$ cat src/hdl/sxfd_pkg.sv
// ----------------------------------------------------------------------------
// sxfd_pkg
// Shared types and constants of the sync/XOR frame deframer.
// ----------------------------------------------------------------------------
`default_nettype none

package sxfd_pkg;

    localparam int unsigned DATA_BYTES_DEF = 12;
    localparam int unsigned STORE_MAX      = 12;
    localparam int unsigned NUM_CHANNELS   = 6;
    localparam int unsigned COUNT_W        = 4;

    localparam logic [7:0] SYNC_FIRST  = 8'hAA;
    localparam logic [7:0] SYNC_SECOND = 8'h55;

    typedef enum logic [1:0] {
        PH_HUNT1 = 2'd0,
        PH_HUNT2 = 2'd1,
        PH_FRAME = 2'd2
    } phase_t;

    typedef enum logic [1:0] {
        KIND_GOOD   = 2'd0,
        KIND_REJECT = 2'd1,
        KIND_TEXT   = 2'd2
    } kind_t;

endpackage

`default_nettype wire

$ cat src/hdl/sync_xor_frame_deframer_unit.sv
// ----------------------------------------------------------------------------
// sync_xor_frame_deframer_unit
// Hunts for the 0xAA 0x55 sync pair, collects the data bytes and the XOR
// check byte, and emits a good frame, a reject, or a text-path byte.
// ----------------------------------------------------------------------------
// A result is registered and is valid in the cycle after the byte that causes it is accepted.
// Throughput: one byte per cycle; input stalls only while a held result is
// stalled downstream, whether or not the next byte makes a result.
// A result accepted downstream frees the register in the same cycle.
// Reset clears phase, byte count, running XOR and the output valid flag;
// the frame store holds no reset value.
`default_nettype none

module sync_xor_frame_deframer_unit #(
    parameter int unsigned DATA_BYTES = sxfd_pkg::DATA_BYTES_DEF
) (
    input  wire logic        clk,
    input  wire logic        rst_n,
    input  wire logic        in_valid,
    output logic             in_stall,
    input  wire logic [7:0]  rx_byte,
    output logic             out_valid,
    input  wire logic        out_stall,
    output logic [1:0]       kind,
    output logic [7:0]       text_byte,
    output logic [15:0]      chan_a,
    output logic [15:0]      chan_b,
    output logic [15:0]      chan_c,
    output logic [15:0]      chan_d,
    output logic [15:0]      chan_e,
    output logic [15:0]      chan_f
);

    localparam logic [sxfd_pkg::COUNT_W-1:0] LAST_COUNT =
        sxfd_pkg::COUNT_W'(DATA_BYTES);

    sxfd_pkg::phase_t                phase_reg, phase_next;
    logic [sxfd_pkg::COUNT_W-1:0]    count_reg, count_next;
    logic [7:0]                      xor_reg, xor_next;
    logic [7:0]                      store_reg [DATA_BYTES];
    logic [7:0]                      frame_byte [sxfd_pkg::STORE_MAX];

    logic                            in_accept;
    logic                            out_accept;
    logic                            res_fire;
    sxfd_pkg::kind_t                 res_kind;
    logic [7:0]                      res_text;
    logic                            store_en;

    logic                            out_valid_reg;
    sxfd_pkg::kind_t                 kind_reg;
    logic [7:0]                      text_reg;
    logic [15:0]                     chan_reg [sxfd_pkg::NUM_CHANNELS];

    assign in_stall   = out_valid_reg & out_stall;
    assign in_accept  = in_valid & ~in_stall;
    assign out_accept = out_valid_reg & ~out_stall;

    // next state
    always_comb
    begin
        phase_next = phase_reg;
        count_next = count_reg;
        xor_next   = xor_reg;
        store_en   = 1'b0;
        unique case (phase_reg)
            sxfd_pkg::PH_FRAME:
            begin
                if (count_reg < LAST_COUNT)
                begin
                    store_en   = 1'b1;
                    xor_next   = xor_reg ^ rx_byte;
                    count_next = count_reg + 1'b1;
                end
                else
                begin
                    phase_next = sxfd_pkg::PH_HUNT1;
                    count_next = '0;
                    xor_next   = '0;
                end
            end
            sxfd_pkg::PH_HUNT2:
            begin
                if (rx_byte == sxfd_pkg::SYNC_SECOND)
                begin
                    phase_next = sxfd_pkg::PH_FRAME;
                    count_next = '0;
                    xor_next   = '0;
                end
                else
                begin
                    phase_next = sxfd_pkg::PH_HUNT1;
                end
            end
            default:
            begin
                if (rx_byte == sxfd_pkg::SYNC_FIRST)
                begin
                    phase_next = sxfd_pkg::PH_HUNT2;
                end
                else
                begin
                    phase_next = sxfd_pkg::PH_HUNT1;
                end
            end
        endcase
    end

    // result
    always_comb
    begin
        res_fire = 1'b0;
        res_kind = sxfd_pkg::KIND_TEXT;
        res_text = rx_byte;
        unique case (phase_reg)
            sxfd_pkg::PH_FRAME:
            begin
                res_text = '0;
                if (count_reg >= LAST_COUNT)
                begin
                    res_fire = 1'b1;
                    res_kind = (xor_reg == rx_byte) ? sxfd_pkg::KIND_GOOD
                                                    : sxfd_pkg::KIND_REJECT;
                end
            end
            sxfd_pkg::PH_HUNT2:
            begin
                res_fire = (rx_byte != sxfd_pkg::SYNC_SECOND);
            end
            default:
            begin
                res_fire = (rx_byte != sxfd_pkg::SYNC_FIRST);
            end
        endcase
    end

    for (genvar i = 0; i < sxfd_pkg::STORE_MAX; i++)
    begin : g_bytes
        if (i < DATA_BYTES)
        begin : g_live
            always_ff @(posedge clk)
            begin
                if (in_accept && store_en &&
                    count_reg == sxfd_pkg::COUNT_W'(i))
                begin
                    store_reg[i] <= rx_byte;
                end
            end
            assign frame_byte[i] = store_reg[i];
        end
        else
        begin : g_zero
            assign frame_byte[i] = '0;
        end
    end

    always_ff @(posedge clk or negedge rst_n)
    begin
        if (!rst_n)
        begin
            phase_reg     <= sxfd_pkg::PH_HUNT1;
            count_reg     <= '0;
            xor_reg       <= '0;
            out_valid_reg <= 1'b0;
        end
        else
        begin
            if (in_accept)
            begin
                phase_reg <= phase_next;
                count_reg <= count_next;
                xor_reg   <= xor_next;
            end
            if (in_accept && res_fire)
            begin
                out_valid_reg <= 1'b1;
            end
            else if (out_accept)
            begin
                out_valid_reg <= 1'b0;
            end
        end
    end

    // load result payload
    always_ff @(posedge clk)
    begin
        if (in_accept && res_fire)
        begin
            kind_reg <= res_kind;
            text_reg <= res_text;
            for (int k = 0; k < sxfd_pkg::NUM_CHANNELS; k++)
            begin
                chan_reg[k] <= (res_kind == sxfd_pkg::KIND_GOOD)
                             ? {frame_byte[2*k+1], frame_byte[2*k]} : 16'd0;
            end
        end
    end

    assign out_valid = out_valid_reg;
    assign kind      = kind_reg;
    assign text_byte = text_reg;
    assign chan_a    = chan_reg[0];
    assign chan_b    = chan_reg[1];
    assign chan_c    = chan_reg[2];
    assign chan_d    = chan_reg[3];
    assign chan_e    = chan_reg[4];
    assign chan_f    = chan_reg[5];

endmodule

`default_nettype wire

$ cat config.mk
export PLATFORM = sky130hd
export DESIGN_NAME = sync_xor_frame_deframer_unit
export DESIGN_NICKNAME = d
export VERILOG_FILES = /design/src/hdl/sxfd_pkg.sv /design/src/hdl/sync_xor_frame_deframer_unit.sv
export SDC_FILE = /design/constraint.sdc
export NUM_CORES = 1
export LEC_CHECK = 0
export BUFFER_PORTS_ARGS = -buffer_cell sky130_fd_sc_hd__buf_2
export CAP_MARGIN = 0
export CORE_UTILIZATION = 48
export DETAILED_ROUTE_END_ITERATION = 8
export GPL_TIMING_DRIVEN = 0
export PLACE_DENSITY = 0.74
export SYNTH_ARGS = -nofsm -noshare
export SYNTH_HDL_FRONTEND = slang
export SYNTH_SLANG_ARGS = --single-unit
$ cat constraint.sdc
create_clock -name clk -period 9 [get_ports clk]
set_clock_uncertainty 0.1 [all_clocks]
set_input_delay 1.35 -clock clk [delete_from_list [all_inputs] [get_ports clk]]
set_output_delay 1.35 -clock clk [all_outputs]
set_load 0.1 [all_outputs]
---- Word-level counts from Yosys, hierarchy flattened ----
Memories as Yosys holds them, arrays and structs flattened.
Cells that the tools add are included.
W data, S select, Z words.
operators by class
  add/subtract/negate cells ............... 1
  magnitude comparators ................... 2
  eq/ne operators ......................... 20
  multiplexer cells ....................... 84
  bitwise operators ....................... 6
  reduce and logical (&&, ||, !) cells .... 31
operator list
  cell                   count
  $mux W8                13
  $mux W16               6
  $reduce_or A8 Y1       11
  $mux W4                13
  $mux W1                44
  $eq A4 B3 Y1 const B   4
  $eq A4 B4 Y1 const B   4
  $pmux W8 S2            1
  $logic_and A1 B1 Y1    14
  $eq A4 B2 Y1 const B   2
  $eq A8 B7 Y1 const B   1
  $eq A8 B8 Y1           1
  $eq A8 B8 Y1 const B   1
  $mux W2                4
  $ne A8 B7 Y1 const B   1
  $ne A8 B8 Y1 const B   1
  $pmux W4 S2            1
  $xor A8 B8 Y8          1
  $add A4 B1 Y4 const B  1
  $eq A4 B1 Y1 const B   1
  $ge A4 B4 Y1 const B   1
  $logic_not A4 Y1       1
  $lt A4 B4 Y1 const B   1
  $ne A2 B2 Y1 const B   2
  other kinds (10)       14
storage, ports and cells
  register bits ........................... 25
  bits in writable memories ............... 192
  bits of input ports ..................... 12
  word-level logic and storage cells ...... 152
  memories ................................ 2
memory list
  memory     words  bits a word  read ports  clocked after Yosys merged registers in  write ports  RTL line                            RTL
  chan_reg   6      16           6           0                                        6            sync_xor_frame_deframer_unit.sv:53  logic [15:0] chan_reg [sxfd_pkg::NUM_CHANNELS];
  store_reg  12     8            12          0                                        1            sync_xor_frame_deframer_unit.sv:40  logic [7:0] store_reg [DATA_BYTES];

---- Longest topological paths before layout ----
  word-level depth ........................ 19
  gate-level depth with buffers ........... 8
  gate-level depth less buffers ........... 6

---- Worst setup path before layout ----
No wires, ideal clock.
  path type ............................... input port to flip-flop
  from .................................... input in_valid
  to ...................................... memory chan_reg[0][0], enable pin
  setup time .............................. 0.606 ns
  arrival ................................. 7.111 ns
  setup slack ............................. 1.184 ns
  stages .................................. 4
  buffers on the path ..................... 1
  path through ............................ a21bo_2 clkbuf_1 a21o_1 a21oi_1
RTL lines
  element          RTL line                            RTL
  start, declared  sync_xor_frame_deframer_unit.sv:19  input wire logic in_valid,
  end, declared    sync_xor_frame_deframer_unit.sv:53

---- Worst setup path in the final report ----
  from .................................... input out_stall
  to ...................................... output in_stall
between the ends
  cells in the longest elaborated chain, start to end .. 1
ends and longest elaborated chain
  element          RTL line                            RTL
  start, declared  sync_xor_frame_deframer_unit.sv:23  input wire logic out_stall,
  $and A1 B1 Y1    sync_xor_frame_deframer_unit.sv:55  assign in_stall = out_valid_reg & out_stall;
  end, declared    sync_xor_frame_deframer_unit.sv:20  output logic in_stall,
No other way between the ends.

==> impl_metrics.tcl <==
set metrics [dict create \
    yosysTopAreaCellShare 0.772 \
    max_freq_mhz 289 \
    crit_arrival_ns 2.01 \
    post_cts_buffers 0 \
    dr_total_vias 4117 \
    stdcell_area_um2 9570 \
    power_uw 2320 \
    r2r_slack_ns 6.39 \
    crit_fanout 2 \
    clock_latency_ns 0.49 \
    power.share.clock 0.403 \
    portBuffers 119 \
    seq_area_frac_synth 0.819 \
    drive_above_1_share 0.275 \
    max_cap_violations 0 \
    crit-reg2reg-launch "out_valid" \
    synth_edf_count 202 \
    use_met1 0.226 \
    power.density_nw_per_um2 242 \
    rr_endpoint "store_reg[0][13]" \
    hold_class "flip-flop to flip-flop" \
    worst_pin_slew_ns 1.04 \
    num-nets-final 617 \
    finalHoldViolCount 0 \
    grt_pass1_wl_um 21900 \
    p_int_uw 1730 \
    setup_viol 0 \
    ff2ff_path_depth 4 \
    synth_most_common_cell "edfxtp_1" \
    root_buffer "clkbuf_16" \
    synth_top_area_cell "edfxtp_1" \
    rsz0062_at_grt "false" \
    cp-startpoint "out_stall" \
    synth_area_per_cell_um2 17.4 \
    cts_resized 0 \
    place_ws_ns 5.32 \
    syn_to_final_growth_pct 21.8 \
    die_w_um 130 \
    end_kind "primary output" \
    fin_ws_ns 5.54 \
    antenna_found_initial 0 \
    htree_levels 1 \
    seq_power_share 0.490 \
    synthesis.area_um2 7860 \
    power.switching_uw 581 \
    cts_buffer_depth 3 \
    hp-start "xor_reg[1]" \
    numCtsBuffers 22 \
    drc 0 \
    fillers 1194 \
    antenna_left 0 \
    whs_ns 0.415 \
    track_usage 0.178 \
    via_per_inst 4.97 \
    placed_area_um2 8830 \
    hpwlAfterDp_um 9210 \
    synth_ff_type "edfxtp_1" \
    start_util 0.493 \
    met3_usage 0.0308 \
    core-area_um2 15900 \
    ctsHoldBuffers 0 \
    netlist_instances 452 \
    crit_type "primary input to primary output" \
    place_congestion 0.785 \
    vdd_drop_max_mv 0.167 \
    worstSetupStartpointType "primary input" \
    finalMaxSlewViolations 0 \
    crit_end "in_stall" \
    firstDrtPassIters 4 \
    met2_usage 0.311 \
    cp.required_ns 7.55 \
    die_area_um2 16900 \
    cts_tree "yes" \
    status "finished, final reports clean" \
    swShare 0.251 \
    io_pins 120 \
    async_flop_share 0.0691 \
    wl_per_cell_um 17.7 \
    min_period_ns 3.46 \
    p_comb_frac 0.108 \
    drtIter0Drc 302 \
    synth_area_leaders "edfxtp_1, and2_1, dfrtp_1" \
    ys_ff_latch 217 \
    synth_nets 470 \
    gr-max-usage-layer "met2" \
    grt_overflow 0 \
    antenna_cells 0 \
    max_slew_margin 0.304 \
    grt_max_degree 34 \
    ys.warnings.count 0 \
    die_h_um 130 \
    path_clk_slew_ns 0.06 \
    period_share 0.384 \
    clock-sinks 217 \
    fp-row-count 46 \
    routed_wl_um 14700 \
    ys_top_cells_by_count "edfxtp_1, and2_1, nor2_1" \
    synth_cell_type_count 32 \
    grt_pass1_vias 4077 \
    fin_util 0.601 \
    leakage_uw 0.00361 \
]
-- critical path, cell delays in order --
cell and delay (ns):
buf_2 0.09, nand2_1 0.06, inv_1 0.08, buf_2 0.43
-- cell families (layout without fill, tap and decap cells) --
| logic type | after synthesis | after routing | share of synthesized area |
|---|---|---|---|
| XOR/XNOR | 8 | 8 | 0.00891 |
| adder cells (fa/ha/maj) | 6 | 6 | 0.00955 |
| flip-flops | 217 | 217 | 0.819 |
| buffers and inverters | 27 | 187 | 0.0138 |
| AND/OR/NAND/NOR | 162 | 162 | 0.120 |
| AO/OA/AOI/OAI | 32 | 32 | 0.0282 |
-- cell usage in the layout (no fill, tap or decap), types with 2 or more instances in the layout --
| cell type | instances |
|---|---|
| nand3_1 | 3 |
| ha_1 | 6 |
| clkbuf_2 | 4 |
| buf_2 | 121 |
| o21ai_1 | 2 |
| nor2b_1 | 9 |
| o31ai_1 | 12 |
| clkbuf_16 | 23 |
| o21ai_0 | 10 |
| nor2_1 | 24 |
| clkinv_1 | 2 |
| and2_1 | 96 |
| inv_1 | 8 |
| clkbuf_1 | 18 |
| dfrtp_1 | 15 |
| nand2b_1 | 7 |
| buf_12 | 3 |
| bufinv_16 | 4 |
| nand4_1 | 4 |
| xnor2_1 | 8 |
| nand2_1 | 9 |
| nor4_2 | 4 |
| clkinv_2 | 2 |
| a21o_1 | 2 |
| edfxtp_1 | 202 |
-- per-stage QoR --
stage,setup TNS [ns],instances
2_1_floorplan,0,452
3_3_place_gp,-92.51,787
3_5_place_dp,0,791
4_1_cts,0,828
5_1_grt,0,828
6_report,0,828
-- area by class of cell --
class / count / area (µm²) / share of cell area
flip-flops and latches: 217 / 6440 / 0.673
multi-input cells: 208 / 1350 / 0.141
repair buffers: 123 / 663 / 0.0693
clock buffers: 28 / 594 / 0.0621
well taps: 216 / 270 / 0.0282
clock inverters: 9 / 149 / 0.0156
plain buffers: 19 / 78.8 / 0.00823
inverters: 8 / 30.0 / 0.00314
-- metal layers --
| metal | up-vias | wire, µm | share of wire |
|---|---|---|---|
| met5 | - | 0 | 0 |
| met4 | 0 | 282 | 0.019 |
| met3 | 24 | 612 | 0.042 |
| met2 | 101 | 7610 | 0.52 |
| met1 | 2059 | 6190 | 0.42 |
| li1 | 1933 | - | - |
-- worst min path at each step --
stage,end,slack (ns),depth (start not counted)
floorplan,xor_reg[1],0.37,1
global placement,phase_reg[1],0.39,2
detailed placement,chan_reg[2][9],0.40,1
CTS,xor_reg[1],0.42,1
global route,chan_reg[2][7],0.43,1
finish,xor_reg[1],0.41,1
-- power groups by stage --
stage | Clock [µW] | Sequential [µW] | Combinational (µW)
after floorplan | 0 | 1340 | 22.4
after global placement | 0 | 1160 | 243
after detailed placement | 0 | 1160 | 251
after CTS | 947 | 1130 | 252
after global routing | 989 | 1140 | 257
final | 932 | 1130 | 249
(Power assumes the default switching activity.)
